## config.mk

```make
export PLATFORM = sky130hd
export DESIGN_NAME = nkro_key_report_builder
export DESIGN_NICKNAME = d
export VERILOG_FILES = /design/src/sv/nkro_pkg.sv /design/src/sv/nkro_decode.sv /design/src/sv/nkro_key_ram.sv /design/src/sv/nkro_report.sv /design/src/sv/nkro_key_report_builder.sv
export SDC_FILE = /design/constraint.sdc
export NUM_CORES = 1
export LEC_CHECK = 0
export ABC_AREA = 1
export BUFFER_PORTS_ARGS = -buffer_cell sky130_fd_sc_hd__buf_2
export CORE_ASPECT_RATIO = 0.9
export CORE_MARGIN = 2
export CORE_UTILIZATION = 45
export CTS_CLUSTER_SIZE = 40
export DETAILED_ROUTE_END_ITERATION = 10
export GPL_TIMING_DRIVEN = 0
export RECOVER_POWER = 50
export SLEW_MARGIN = 20
export SYNTH_ARGS = -nofsm -noshare
export SYNTH_HDL_FRONTEND = slang
export SYNTH_SLANG_ARGS = --single-unit
```

## constraint.sdc

```tcl
create_clock -name clk -period 6.5 [get_ports clk]
set_clock_uncertainty 0.2 [all_clocks]
set_input_delay 0.325 -clock clk [delete_from_list [all_inputs] [get_ports clk]]
set_output_delay 0.325 -clock clk [all_outputs]
set_load 0.02 [all_outputs]
```

## src/sv/nkro_pkg.sv

```systemverilog
// ----------------------------------------------------------------------------
// nkro_pkg
// Shared types, constants and the character table of the NKRO report builder.
// ----------------------------------------------------------------------------
package nkro_pkg;

    // Key bitmap geometry.
    localparam int KEY_BYTES    = 17;
    localparam int KEY_BITS     = KEY_BYTES * 8;
    localparam int IDX_W        = (KEY_BYTES > 1) ? $clog2(KEY_BYTES) : 1;
    localparam int REPORT_BITS  = 136;
    localparam int IMG_BITS     = (KEY_BITS > REPORT_BITS) ? KEY_BITS : REPORT_BITS;
    localparam int KEY_LIMIT_I  = (KEY_BITS < 'h88) ? KEY_BITS : 'h88;
    localparam logic [8:0] KEY_LIMIT = 9'(KEY_LIMIT_I);

    // Command codes.
    localparam logic [2:0] CMD_PRESS       = 3'd0;
    localparam logic [2:0] CMD_RELEASE     = 3'd1;
    localparam logic [2:0] CMD_RAW_PRESS   = 3'd2;
    localparam logic [2:0] CMD_RAW_RELEASE = 3'd3;
    localparam logic [2:0] CMD_RELEASE_ALL = 3'd4;
    localparam logic [2:0] CMD_TYPE        = 3'd5;

    // Code space boundaries.
    localparam logic [7:0] CODE_MOD_BASE   = 8'h80;
    localparam logic [7:0] CODE_KEY_BASE   = 8'h88;
    localparam logic [7:0] USAGE_MOD_FIRST = 8'hE0;
    localparam logic [7:0] USAGE_MOD_END   = 8'hE8;
    localparam logic [2:0] LEFT_SHIFT_BIT  = 3'd1;

    typedef enum logic [1:0] {
        OP_NONE,
        OP_SET,
        OP_CLR
    } bit_op_t;

    typedef struct packed {
        logic [2:0] cmd;
        logic [7:0] key_code;
    } key_item_t;

    typedef struct packed {
        logic        accepted;
        logic [7:0]  modifier_bits;
        logic [63:0] keys_low;
        logic [63:0] keys_mid;
        logic [7:0]  keys_high;
        logic        last;
    } rpt_item_t;

    // Decoded work for one transaction: up to four reports, each step holding
    // the cumulative operation on one key bit and one modifier bit.
    typedef struct packed {
        logic              ok;
        logic              clr_all;
        logic [IDX_W-1:0]  idx;
        logic [2:0]        bit_pos;
        logic [2:0]        mod_pos;
        logic [1:0]        last_step;
        bit_op_t [3:0]     key_ops;
        bit_op_t [3:0]     mod_ops;
    } plan_t;

    // Write-back of one key byte, or a clear of the whole bitmap.
    typedef struct packed {
        logic              en;
        logic              clr_all;
        logic [IDX_W-1:0]  addr;
        logic [7:0]        data;
    } wr_event_t;

    // ASCII to HID usage; bit 7 marks a character that needs left shift.
    localparam logic [7:0] CHAR_MAP [128] = '{
        8'h00, 8'h00, 8'h00, 8'h00, 8'h00, 8'h00, 8'h00, 8'h00,
        8'h2a, 8'h2b, 8'h28, 8'h00, 8'h00, 8'h00, 8'h00, 8'h00,
        8'h00, 8'h00, 8'h00, 8'h00, 8'h00, 8'h00, 8'h00, 8'h00,
        8'h00, 8'h00, 8'h00, 8'h00, 8'h00, 8'h00, 8'h00, 8'h00,
        8'h2c, 8'h9e, 8'hb4, 8'ha0, 8'ha1, 8'ha2, 8'ha4, 8'h34,
        8'ha6, 8'ha7, 8'ha5, 8'hae, 8'h36, 8'h2d, 8'h37, 8'h38,
        8'h27, 8'h1e, 8'h1f, 8'h20, 8'h21, 8'h22, 8'h23, 8'h24,
        8'h25, 8'h26, 8'hb3, 8'h33, 8'hb6, 8'h2e, 8'hb7, 8'hb8,
        8'h9f, 8'h84, 8'h85, 8'h86, 8'h87, 8'h88, 8'h89, 8'h8a,
        8'h8b, 8'h8c, 8'h8d, 8'h8e, 8'h8f, 8'h90, 8'h91, 8'h92,
        8'h93, 8'h94, 8'h95, 8'h96, 8'h97, 8'h98, 8'h99, 8'h9a,
        8'h9b, 8'h9c, 8'h9d, 8'h2f, 8'h31, 8'h30, 8'ha3, 8'had,
        8'h35, 8'h04, 8'h05, 8'h06, 8'h07, 8'h08, 8'h09, 8'h0a,
        8'h0b, 8'h0c, 8'h0d, 8'h0e, 8'h0f, 8'h10, 8'h11, 8'h12,
        8'h13, 8'h14, 8'h15, 8'h16, 8'h17, 8'h18, 8'h19, 8'h1a,
        8'h1b, 8'h1c, 8'h1d, 8'haf, 8'hb1, 8'hb0, 8'hb5, 8'h00
    };

    function automatic logic key_ok(logic [7:0] u);
        return (u != 8'd0) && ({1'b0, u} < KEY_LIMIT);
    endfunction

endpackage

```

## src/sv/nkro_decode.sv

```systemverilog
// ----------------------------------------------------------------------------
// nkro_decode
// Turns one key transaction into a plan of up to four report steps.
// ----------------------------------------------------------------------------
module nkro_decode
    import nkro_pkg::*;
(
    input  key_item_t key_item,
    input  logic      shift_key_reports,
    output plan_t     plan
);

    logic [7:0] k;
    logic [7:0] ext_u;
    logic [7:0] map_v;
    logic       code_ok;
    logic       code_mod;
    logic       code_shift;
    logic [7:0] code_u;
    logic [2:0] code_mpos;
    logic       raw_mod;
    logic       raw_ok;
    logic [7:0] raw_u;
    logic       p_two;
    logic       r_two;
    bit_op_t    p_key [2];
    bit_op_t    p_mod [2];
    bit_op_t    r_key [2];
    bit_op_t    r_mod [2];
    bit_op_t    c_key [2];
    bit_op_t    c_mod [2];

    // A release step that leaves a bit alone keeps what the press left there.
    function automatic bit_op_t compose(bit_op_t rel, bit_op_t pre);
        return (rel != OP_NONE) ? rel : pre;
    endfunction

    always_comb
    begin
        k          = key_item.key_code;
        ext_u      = k - CODE_KEY_BASE;
        map_v      = CHAR_MAP[k[6:0]];
        code_ok    = 1'b0;
        code_mod   = 1'b0;
        code_shift = 1'b0;
        code_u     = 8'd0;
        code_mpos  = k[2:0];
        if (k >= CODE_KEY_BASE)
        begin
            code_ok = key_ok(ext_u);
            code_u  = ext_u;
        end
        else if (k >= CODE_MOD_BASE)
        begin
            code_ok  = 1'b1;
            code_mod = 1'b1;
        end
        else
        begin
            code_u     = {1'b0, map_v[6:0]};
            code_ok    = (map_v != 8'd0) && key_ok(code_u);
            code_shift = map_v[7];
            code_mpos  = LEFT_SHIFT_BIT;
        end

        // Press steps.
        p_key = '{OP_NONE, OP_NONE};
        p_mod = '{OP_NONE, OP_NONE};
        p_two = 1'b0;
        if (code_mod)
        begin
            p_mod[0] = OP_SET;
        end
        else if (code_shift && shift_key_reports)
        begin
            p_mod[0] = OP_SET;
            p_mod[1] = OP_SET;
            p_key[1] = OP_SET;
            p_two    = 1'b1;
        end
        else if (code_shift)
        begin
            p_mod[0] = OP_SET;
            p_key[0] = OP_SET;
        end
        else
        begin
            p_key[0] = OP_SET;
        end

        // Release steps.
        r_key = '{OP_NONE, OP_NONE};
        r_mod = '{OP_NONE, OP_NONE};
        r_two = 1'b0;
        if (code_mod)
        begin
            r_mod[0] = OP_CLR;
        end
        else if (code_shift && shift_key_reports)
        begin
            r_key[0] = OP_CLR;
            r_key[1] = OP_CLR;
            r_mod[1] = OP_CLR;
            r_two    = 1'b1;
        end
        else if (code_shift)
        begin
            r_mod[0] = OP_CLR;
            r_key[0] = OP_CLR;
        end
        else
        begin
            r_key[0] = OP_CLR;
        end

        c_key[0] = compose(r_key[0], p_key[p_two]);
        c_key[1] = compose(r_key[1], p_key[p_two]);
        c_mod[0] = compose(r_mod[0], p_mod[p_two]);
        c_mod[1] = compose(r_mod[1], p_mod[p_two]);

        raw_mod = (k >= USAGE_MOD_FIRST) && (k < USAGE_MOD_END);
        raw_ok  = raw_mod || key_ok(k);
        raw_u   = raw_mod ? 8'd0 : k;

        plan           = '0;
        plan.ok        = code_ok;
        plan.idx       = IDX_W'(code_u >> 3);
        plan.bit_pos   = code_u[2:0];
        plan.mod_pos   = code_mpos;

        unique case (key_item.cmd) inside
            CMD_PRESS:
            begin
                plan.last_step  = {1'b0, p_two};
                plan.key_ops[0] = p_key[0];
                plan.key_ops[1] = p_key[1];
                plan.mod_ops[0] = p_mod[0];
                plan.mod_ops[1] = p_mod[1];
            end
            CMD_RELEASE:
            begin
                plan.last_step  = {1'b0, r_two};
                plan.key_ops[0] = r_key[0];
                plan.key_ops[1] = r_key[1];
                plan.mod_ops[0] = r_mod[0];
                plan.mod_ops[1] = r_mod[1];
            end
            CMD_TYPE:
            begin
                plan.last_step  = {1'b0, p_two} + {1'b0, r_two} + 2'd1;
                plan.key_ops[0] = p_key[0];
                plan.mod_ops[0] = p_mod[0];
                if (p_two)
                begin
                    plan.key_ops[1] = p_key[1];
                    plan.mod_ops[1] = p_mod[1];
                    plan.key_ops[2] = c_key[0];
                    plan.mod_ops[2] = c_mod[0];
                    plan.key_ops[3] = c_key[1];
                    plan.mod_ops[3] = c_mod[1];
                end
                else
                begin
                    plan.key_ops[1] = c_key[0];
                    plan.mod_ops[1] = c_mod[0];
                end
            end
            CMD_RAW_PRESS, CMD_RAW_RELEASE:
            begin
                plan.ok      = raw_ok;
                plan.idx     = IDX_W'(raw_u >> 3);
                plan.bit_pos = raw_u[2:0];
                plan.mod_pos = k[2:0];
                if (raw_mod)
                    plan.mod_ops[0] = (key_item.cmd == CMD_RAW_PRESS) ? OP_SET : OP_CLR;
                else
                    plan.key_ops[0] = (key_item.cmd == CMD_RAW_PRESS) ? OP_SET : OP_CLR;
            end
            CMD_RELEASE_ALL:
            begin
                plan.ok      = 1'b1;
                plan.clr_all = 1'b1;
                plan.idx     = '0;
            end
            default:
            begin
                plan.ok = 1'b0;
            end
        endcase

        // A rejected transaction changes nothing and gives a single result.
        if (!plan.ok)
        begin
            plan.idx       = '0;
            plan.last_step = 2'd0;
            plan.key_ops   = '{OP_NONE, OP_NONE, OP_NONE, OP_NONE};
            plan.mod_ops   = '{OP_NONE, OP_NONE, OP_NONE, OP_NONE};
        end
    end

endmodule

```

## src/sv/nkro_key_ram.sv

```systemverilog
// ----------------------------------------------------------------------------
// nkro_key_ram
// Key bitmap store: one byte per entry, registered read, per-entry valid bits
// so that reset and release-all clear the whole bitmap at once.
// ----------------------------------------------------------------------------
module nkro_key_ram
    import nkro_pkg::*;
(
    input  logic             clk,
    input  logic             rst_n,
    input  logic             rd_en,
    input  logic [IDX_W-1:0] rd_addr,
    input  wr_event_t        wev,
    output logic [7:0]       rd_data
);

    logic [7:0]           mem [KEY_BYTES];
    logic [KEY_BYTES-1:0] valid_reg;
    logic [7:0]           rd_data_reg;

    always_ff @(posedge clk)
    begin
        if (wev.en)
            mem[wev.addr] <= wev.data;
        if (rd_en)
            rd_data_reg <= valid_reg[rd_addr] ? mem[rd_addr] : 8'd0;
    end

    always_ff @(posedge clk or negedge rst_n)
    begin
        if (!rst_n)
            valid_reg <= '0;
        else if (wev.clr_all)
            valid_reg <= '0;
        else if (wev.en)
            valid_reg[wev.addr] <= 1'b1;
    end

    assign rd_data = rd_data_reg;

endmodule

```

## src/sv/nkro_report.sv

```systemverilog
// ----------------------------------------------------------------------------
// nkro_report
// Read-modify-write sequencer: holds the byte read for the next transaction,
// steps through the plan at one report per unstalled cycle and writes back.
// ----------------------------------------------------------------------------
module nkro_report
    import nkro_pkg::*;
(
    input  logic      clk,
    input  logic      rst_n,
    input  logic      key_valid,
    output logic      key_ready,
    input  plan_t     dec_plan,
    input  logic [7:0] rd_data,
    output wr_event_t wev,
    output logic      rpt_valid,
    input  logic      rpt_ready,
    output rpt_item_t rpt_item
);

    logic                a_valid_reg, a_valid_next;
    plan_t               a_plan_reg, a_plan_next;
    logic                a_fresh_reg, a_fresh_next;
    logic                a_fwd_hit_reg, a_fwd_hit_next;
    logic [7:0]          a_fwd_data_reg, a_fwd_data_next;
    logic [7:0]          a_byte_reg, a_byte_next;
    logic                b_valid_reg, b_valid_next;
    plan_t               b_plan_reg, b_plan_next;
    logic [7:0]          b_byte_reg, b_byte_next;
    logic [1:0]          b_step_reg, b_step_next;
    logic [7:0]          mod_reg, mod_next;
    logic [KEY_BITS-1:0] image_reg, image_next;
    logic                rpt_valid_reg, rpt_valid_next;
    rpt_item_t           rpt_item_reg, rpt_item_next;

    logic                key_accept;
    logic [7:0]          a_byte;
    logic [7:0]          a_byte_cur;
    logic                fire;
    logic                b_done;
    logic                a_move;
    bit_op_t             key_op;
    bit_op_t             mod_op;
    logic [7:0]          byte_s;
    logic [7:0]          mod_s;
    logic [KEY_BITS-1:0] image_s;
    logic [IMG_BITS-1:0] img_ext;
    rpt_item_t           report;

    function automatic logic [7:0] apply_op(logic [7:0] v, logic [2:0] pos, bit_op_t op);
        logic [7:0] mask;
        mask = 8'd1 << pos;
        case (op)
            OP_SET:  return v | mask;
            OP_CLR:  return v & ~mask;
            default: return v;
        endcase
    endfunction

    function automatic logic [7:0] forward(logic [7:0] v, logic [IDX_W-1:0] addr,
                                           wr_event_t ev);
        if (ev.clr_all)
            return 8'd0;
        else if (ev.en && (ev.addr == addr))
            return ev.data;
        else
            return v;
    endfunction

    always_comb
    begin
        key_accept = key_valid && key_ready;
        a_byte     = a_fresh_reg ? (a_fwd_hit_reg ? a_fwd_data_reg : rd_data) : a_byte_reg;
        a_byte_cur = forward(a_byte, a_plan_reg.idx, wev);

        fire   = b_valid_reg && (!rpt_valid_reg || rpt_ready);
        b_done = fire && (b_step_reg == b_plan_reg.last_step);
        a_move = a_valid_reg && (!b_valid_reg || b_done);

        key_op  = b_plan_reg.key_ops[b_step_reg];
        mod_op  = b_plan_reg.mod_ops[b_step_reg];
        byte_s  = apply_op(b_byte_reg, b_plan_reg.bit_pos, key_op);
        mod_s   = apply_op(mod_reg, b_plan_reg.mod_pos, mod_op);
        image_s = image_reg;
        image_s[{b_plan_reg.idx, 3'b000} +: 8] = byte_s;
        if (b_plan_reg.clr_all)
        begin
            byte_s  = 8'd0;
            mod_s   = 8'd0;
            image_s = '0;
        end
        img_ext = IMG_BITS'(image_s);

        report.accepted      = b_plan_reg.ok;
        report.modifier_bits = mod_s;
        report.keys_low      = img_ext[63:0];
        report.keys_mid      = img_ext[127:64];
        report.keys_high     = img_ext[135:128];
        report.last          = (b_step_reg == b_plan_reg.last_step);

        wev.en      = b_done && b_plan_reg.ok && !b_plan_reg.clr_all;
        wev.clr_all = b_done && b_plan_reg.clr_all;
        wev.addr    = b_plan_reg.idx;
        wev.data    = byte_s;

        key_ready = !a_valid_reg || a_move;

        a_valid_next    = key_accept ? 1'b1 : (a_move ? 1'b0 : a_valid_reg);
        a_plan_next     = key_accept ? dec_plan : a_plan_reg;
        a_fresh_next    = key_accept;
        a_fwd_hit_next  = wev.clr_all || (wev.en && (wev.addr == dec_plan.idx));
        a_fwd_data_next = wev.clr_all ? 8'd0 : wev.data;
        a_byte_next     = a_byte_cur;

        b_valid_next = a_move ? 1'b1 : (b_done ? 1'b0 : b_valid_reg);
        b_plan_next  = a_move ? a_plan_reg : b_plan_reg;
        b_byte_next  = a_move ? a_byte_cur : b_byte_reg;
        if (a_move)
            b_step_next = 2'd0;
        else if (fire)
            b_step_next = b_step_reg + 2'd1;
        else
            b_step_next = b_step_reg;

        mod_next   = (b_done && b_plan_reg.ok) ? mod_s : mod_reg;
        image_next = (b_done && b_plan_reg.ok) ? image_s : image_reg;

        rpt_valid_next = fire ? 1'b1 : (rpt_ready ? 1'b0 : rpt_valid_reg);
        rpt_item_next  = fire ? report : rpt_item_reg;
    end

    always_ff @(posedge clk or negedge rst_n)
    begin
        if (!rst_n)
        begin
            a_valid_reg   <= 1'b0;
            a_fresh_reg   <= 1'b0;
            b_valid_reg   <= 1'b0;
            b_step_reg    <= 2'd0;
            mod_reg       <= 8'd0;
            image_reg     <= '0;
            rpt_valid_reg <= 1'b0;
        end
        else
        begin
            a_valid_reg   <= a_valid_next;
            a_fresh_reg   <= a_fresh_next;
            b_valid_reg   <= b_valid_next;
            b_step_reg    <= b_step_next;
            mod_reg       <= mod_next;
            image_reg     <= image_next;
            rpt_valid_reg <= rpt_valid_next;
        end
    end

    always_ff @(posedge clk)
    begin
        a_plan_reg     <= a_plan_next;
        a_fwd_hit_reg  <= a_fwd_hit_next;
        a_fwd_data_reg <= a_fwd_data_next;
        a_byte_reg     <= a_byte_next;
        b_plan_reg     <= b_plan_next;
        b_byte_reg     <= b_byte_next;
        rpt_item_reg   <= rpt_item_next;
    end

    assign rpt_valid = rpt_valid_reg;
    assign rpt_item  = rpt_item_reg;

endmodule

```

## src/sv/nkro_key_report_builder.sv

```systemverilog
// ----------------------------------------------------------------------------
// nkro_key_report_builder
// N-key-rollover keyboard state with full-report output per change.
// ----------------------------------------------------------------------------
// Each key transaction (press, release, raw press, raw release, release-all,
// type) produces one to four full reports: a plain key or modifier change gives
// one, a shifted character gives two when shift_key_reports is set, and type
// gives the press reports followed by the release reports. A transaction that
// cannot be mapped gives a single report with accepted low and the state
// unchanged. The key bitmap lives in a small synchronous memory; the block
// reads the touched byte when a transaction is accepted, holds it in a staging
// register (with forwarding from the write-back of the transaction ahead of
// it), then a sequencer emits one report per cycle unless the output stalls,
// and writes the byte back on the last one. A transaction moves from the
// staging register into the sequencer and holds it until its last report
// reaches the output register, so single-report transactions stream at one
// per cycle too. The output register lets the next transaction be accepted
// while a report waits to be taken. Reset and release-all clear the bitmap
// at once through per-byte valid bits, so no clearing pass is needed. The
// configuration register is written through its own channel, which is always
// ready, and must only be written while the block is idle.
// ----------------------------------------------------------------------------
module nkro_key_report_builder
    import nkro_pkg::*;
(
    input  logic      clk,
    input  logic      rst_n,
    input  logic      key_valid,
    output logic      key_ready,
    input  key_item_t key_item,
    output logic      rpt_valid,
    input  logic      rpt_ready,
    output rpt_item_t rpt_item,
    input  logic      cfg_valid,
    output logic      cfg_ready,
    input  logic      cfg_data
);

    logic      shift_key_reports_reg, shift_key_reports_next;
    plan_t     dec_plan;
    wr_event_t wev;
    logic [7:0] rd_data;
    logic      key_accept;

    // The configuration channel never stalls.
    assign cfg_ready  = 1'b1;
    assign key_accept = key_valid && key_ready;

    always_comb
    begin
        shift_key_reports_next = (cfg_valid && cfg_ready) ? cfg_data : shift_key_reports_reg;
    end

    always_ff @(posedge clk or negedge rst_n)
    begin
        if (!rst_n)
            shift_key_reports_reg <= 1'b1;
        else
            shift_key_reports_reg <= shift_key_reports_next;
    end

    // The plan is decoded from the incoming payload so that the byte read can
    // be issued in the same cycle as the transaction.
    nkro_decode u_decode (
        .key_item          (key_item),
        .shift_key_reports (shift_key_reports_reg),
        .plan              (dec_plan)
    );

    nkro_key_ram u_key_ram (
        .clk     (clk),
        .rst_n   (rst_n),
        .rd_en   (key_accept),
        .rd_addr (dec_plan.idx),
        .wev     (wev),
        .rd_data (rd_data)
    );

    nkro_report u_report (
        .clk       (clk),
        .rst_n     (rst_n),
        .key_valid (key_valid),
        .key_ready (key_ready),
        .dec_plan  (dec_plan),
        .rd_data   (rd_data),
        .wev       (wev),
        .rpt_valid (rpt_valid),
        .rpt_ready (rpt_ready),
        .rpt_item  (rpt_item)
    );

endmodule

```

# Word-level counts from Yosys, hierarchy flattened
# Memory sizes are Yosys's and may differ from the RTL's. A register that Yosys moved wholly into a read port is not among the register bits.
# Cells that the tools add are included.
dict set report word_totals {
  ram_bits 136
  elab_cells 218
  mem_bits_ro 1024
  memories 2
  out_inout_bits 149
  inputBits 17
  reg_bits 401
}
# memory words width rd rd_ports_with_merged_regs write_ports line_no
set mem_list {}
lappend mem_list {{(name not given)} 128 8 1 0 0 nkro_decode.sv:42} ;# map_v = CHAR_MAP[k[6:0]];
lappend mem_list {u_key_ram.mem 17 8 1 1 1 nkro_key_ram.sv:17} ;# logic [7:0] mem [KEY_BYTES];
dict set report op_classes {
  eq_ne 12
  muxes 83
  n_bitwise 9
  addsub 5
  shifts 4
  n_lt_le_gt_ge 12
  n_reduce_logical 44
}
# operator n
set op_table {}
lappend op_table {{bitwise mux 136 bit} 1}
lappend op_table {{2-to-1 mux 136 bit} 1}
lappend op_table {{variable shift 8 x 10 -> 136 bit (first input constant)} 1}
lappend op_table {{variable part select 8 x 10 -> 136 bit} 1}
lappend op_table {{2-to-1 mux 8 bit} 10}
lappend op_table {{2-to-1 mux 2 bit} 25}
lappend op_table {{2-to-1 mux 17 bit} 2}
lappend op_table {{greater-or-equal comparator 8 bit (second input constant)} 4}
lappend op_table {{case mux 8 bit (2 select lines)} 2}
lappend op_table {{< comparator 8 bit (second input constant)} 3}
lappend op_table {{2-to-1 mux 1 bit} 24}
lappend op_table {{case mux 2 bit (3 select lines)} 4}
lappend op_table {{nonzero test 8 bit} 3}
lappend op_table {{nonzero test 2 bit} 9}
lappend op_table {{OR 17 bit} 1}
lappend op_table {{AND 8 bit} 2}
lappend op_table {{NOT 8 bit} 2}
lappend op_table {{OR 8 bit} 2}
lappend op_table {{left shift 1 x 3 -> 8 bit (first input constant)} 2}
lappend op_table {{logical AND 1 bit} 15}
lappend op_table {{< comparator 5 x 6 -> 1 bit (second input constant)} 2}
lappend op_table {{== test 5 bit} 2}
lappend op_table {{negation 8 -> 10 bit} 1}
lappend op_table {{case mux 5 bit (2 select lines)} 1}
lappend op_table {{31 further kinds} 49}

# Longest topological paths before layout
dict set report depth {
  word_depth 16
  mapped_depth 27
  mapped_depth_nobuf 26
}

# Hierarchy
# A second synthesis with hierarchy kept.
dict set report unflattened {
  cells_unflattened 2815
  area_unflattened_um2 25817.3
}
# module n_inst seq_area_each_um2 cells_per_inst area_each_um2
set by_module_without_submodules {}
lappend by_module_without_submodules {nkro_report 1 10580.1 1807 17216.5}
lappend by_module_without_submodules {nkro_key_ram 1 4749.6 695 6993.0}
lappend by_module_without_submodules {nkro_decode 1 0.0 304 1547.7}
lappend by_module_without_submodules {nkro_key_report_builder 1 26.3 9 60.1}

# Worst setup path before layout
# Ideal clock, no wire load.
dict set report synth_path {
  kind {register to register}
  start {register u_report.rpt_valid_reg (netlist: u_report.rpt_valid)}
  end {register u_report.b_byte_reg[0], enable pin}
  path_stages_with_launch 8
  setup_ns 0.436
  synth_period_minus_slack_ns 6.395
  t_required_ns 5.864
  arrival_ns 5.759
  path_buffers 0
  slack_ns 0.105
  path_cell_list {dfrtp_1 -> nand2_1 -> nand2_1 -> inv_1 -> nand2_1 -> nand2_1 -> inv_1 -> nor2_1}
}
dict set report synth_between {
  elab_chain_cells 6
}
# item line_no
set synth_lines {}
lappend synth_lines {{start: declaration} nkro_report.sv:33} ;# logic rpt_valid_reg, rpt_valid_next;
lappend synth_lines {{start signal: assignment} nkro_report.sv:152} ;# rpt_valid_reg <= rpt_valid_next;
lappend synth_lines {{logical NOT 1 bit} nkro_report.sv:76} ;# fire = b_valid_reg && (!rpt_valid_reg || rpt_ready);
lappend synth_lines {{logical OR 1 bit} nkro_report.sv:76}
lappend synth_lines {{logical AND 1 bit} nkro_report.sv:76}
lappend synth_lines {{net u_report.fire} nkro_report.sv:39} ;# logic fire;
lappend synth_lines {{logical AND 1 bit} nkro_report.sv:77} ;# b_done = fire && (b_step_reg == b_plan_reg.last_step);
lappend synth_lines {{logical OR 1 bit} nkro_report.sv:78} ;# a_move = a_valid_reg && (!b_valid_reg || b_done);
lappend synth_lines {{logical AND 1 bit} nkro_report.sv:78}
lappend synth_lines {{net u_report.a_move} nkro_report.sv:41} ;# logic a_move;
lappend synth_lines {{end signal: assignment} nkro_report.sv:163} ;# b_byte_reg <= b_byte_next;
lappend synth_lines {{end: declaration} nkro_report.sv:29} ;# logic [7:0] b_byte_reg, b_byte_next;
# The timed path passes the listed nets, and every way through them passes these cells.
# A chain may end at the register's enable or synchronous reset.

==> impl_metrics.toml <==
[pwr]
p_per_area_nw_per_um2 = 492.2
p_seq_share_pct = 41.3
switchingPower_mw = 5.453
p_int_mw = 8.155
swShare_pct = 40.07
combPwrFrac_pct = 34.7
clkPwrFrac_pct = 24.0
irDropWorstVdd_mv = 0.3179
p_leak_nw = 11.55

[route]
drt-initial-drc-count = 1612
vias_per_cell = 5.323
firstDrtPassIters = 6
wl_per_cell_um = 18.86
wl_um = 64490
vias = 18201
antenna_left = 0
drc = 0

[sta]
finalCriticalPeriod_ns = 4.750
setup_ws_ns = 1.750
max_slew_margin_pct = -130.4
hold_viol = 0
finalSetupViolCount = 0
fin_tns_setup_ns = 0
rsz0062_at_grt = "false"
slew_viol_final = 136
post-route-period-util_pct = 73.08
worst_pin_slew_ns = 3.455
max_freq_mhz = 210.5
hold_slack_ns = 0.08340

[clocking]
cts_inserted_buffers = 56
clk_pin_slew_worst_paths_ns = 0.06
htree_levels = 2
clk_path_buf_depth = 3
clock_latency_ns = 0.63
cts.sink_count = 543
cts_setup_buffers = 0
cts_tree = "yes"
root_buffer = "clkbuf_16"

[run_status]
violations = "max-capacitance violations, max-slew violations"
outcome = "complete, but fails checks"

[worst_setup_path]
worstPathRequired_ns = 6.70
worstPathCellList = "clkbuf_1 -> clkinv_1 -> nor4_1 -> o31ai_1 -> nand2_4 -> clkbuf_1 -> inv_1 -> nor2_2 -> clkbuf_1 -> nand2_1 -> nor2_1 -> nand2_1 -> nand3_1 -> nand2_1 -> nand2_1 -> inv_1"
worst_ep_arrival_time_ns = 4.95
crit_path_max_fanout = 10
slowest_stage = "nor4_1"
end_kind = "register"
crit_type = "in2reg"
crit_path_start_kind = "input port"
cp_common_cell = "nand2_1"
max_stage_delay_ns = 1.06

[yosys]
synth_top_area_share_pct = 44.70
yosysSeqAreaShare_pct = 63.60
synth_edf_count = 358
avgSynthCellArea_um2 = 9.869
synth-compound-area-share_pct = 10.71
yosys.area_share.simple_pct = 18.52
synth_area_leader_cell = "edfxtp_1"
synthDistinctLibCells = 48
synthFlopType = "edfxtp_1"
synth_area_leaders = "edfxtp_1 (45%), dfrtp_1 (17%), nand2_1 (9.6%)"
synth_xor_area_share_pct = 0.4006
yosysWarningCount = 0
synthAdderAreaFrac_pct = 1.040
yosysMostFrequentCell = "nand2_1"
yosys_register_bits = 543
synth_top_family_by_area = "simple AND/OR/NAND/NOR gates"
synthTopCellsByCount = "nand2_1 (615), edfxtp_1 (358), o21ai_0 (236)"
synthesis.area_um2 = 24050
synth-async-reset-ratio_pct = 30.94
synth_cells = 2437
synthMuxAreaShare_pct = 0

[grt]
grt_pass1_wl_um = 99140
grt_pass1_vias = 17219
antenna_found_initial = 0
grtUsageTotal_pct = 23.40
grt_max_degree = 86
grt_overflow = 0

[die]
fp.dieArea_um2 = 55310
start_util_pct = 45.42
core_area_um2 = 52950
dieHeight_um = 223.3
num_io_pins = 166
fp.dieW_um = 247.7
rows = 80

[place]
gp_congestion = 0.9142
dpl-instance-area_um2 = 25970
dpl.hpwl_um = 45240
io_buffers = 162
place_ws_ns = 2.042

[final_layout]
largest_reg_flops = 146
final_cell_area_um2 = 27650
antenna_cells = 0
final_layout_size_suffix_gt1_share_pct = 7.348
areaGrowthSynthToFinish_pct = 14.95
final_nets = 2715

[run]
maxCapViolations = 3

[hold_path]
min_path_type = "in2reg"
## cells by family after synthesis
logic type,Yosys count
xor gates and xnor gates,11
buffers and inverters,328
other,2
and+or+nand+nor,1054
DFF,543
adders and majority gates,20
AOI/OAI and AO/OA,479
## metal layers
| metal | GRT usage (%) | part of all wire (%) | vias up |
|---|---|---|---|
| met4 | 7.166 | 2.8 | 0 |
| met5 | 0 | 0 | - |
| li1 | - | - | 8677 |
| met1 | 33.36 | 44 | 8760 |
| met2 | 36.68 | 46 | 646 |
| met3 | 3.982 | 6.9 | 118 |
## area by class of cell
type	instances	area, um^2
tap	697	872.1
fill	4814	25300
inverter	211	799.5
clock inverter	39	445.4
sequential	543	15300
buffer	117	560.5
clock buffer	63	1428
timing repair buffer	180	823.3
multi-input combinational	1569	7422
## path summary, 6_finish.rpt
kind	startpoint	to	slack, ns	cells past startpoint
max in group asynchronous	rst_n	u_key_ram.valid_reg[15]	5.02	3
max	key_item[6]	u_key_ram.rd_data[1]	1.75	16
min in group asynchronous	rst_n	u_report.image_reg[114]	0.10	2
min	key_item[7]	u_report.a_plan_reg[9]	0.08	4
min reg2reg	u_report.a_plan_reg[12]	u_report.b_plan_reg[12]	0.20	0
max reg2reg	u_report.b_step_reg[0]	u_report.image_reg[106]	1.97	14
## layout by cell type, fill, tap and decap left out, drive strengths merged, types with 10 or more instances in the layout
| cell type | n |
|---|---|
| nand3 | 116 |
| nand2 | 627 |
| nor2 | 224 |
| o22ai | 10 |
| nand3b | 24 |
| nor4 | 15 |
| ha | 20 |
| clkbuf | 281 |
| dfrtp | 167 |
| edfxtp | 358 |
| buf | 71 |
| nor3 | 35 |
| clkinv | 32 |
| o21a | 23 |
| o21ai | 254 |
| dfxtp | 17 |
| inv | 206 |
| a21oi | 163 |
## power groups by stage
| stage | Clock [mW] | Combinational (mW) | Sequential (mW) |
|---|---|---|---|
| 6_report | 3.27 | 4.72 | 5.62 |
| 5_1_grt | 3.49 | 5.16 | 5.71 |
| 4_1_cts | 3.33 | 4.88 | 5.57 |
| 3_5_place_dp | 0 | 4.86 | 5.63 |
| 3_3_place_gp | 0 | 4.62 | 5.70 |
| 2_1_floorplan | 0 | 2.38 | 6.16 |
## worst max-delay path, delay by kind of cell
family	cells	cell delay, ns
buffers and inverters	6	2.27
AND/OR/NAND/NOR	9	2.09
AO/OA/AOI/OAI	1	0.26
## metrics by stage
stage                     util, %  instances  power [mW]
after floorplan                 -       2440       8.543
after global placement      48.62       3299       10.33
after detailed placement    49.05       3309       10.49
after CTS                   52.74       3419       13.79
after global routing        52.21       3419       14.36
final                       52.21       3419       13.61
## repair_timing
| item | CTS | global route |
|---|---|---|
| hold endpoints to repair | 94 | 0 |
| gates resized for setup | 0 | 0 |
| hold buffers | 8 | 0 |
Note: power is estimated with default switching activity, not from simulation.
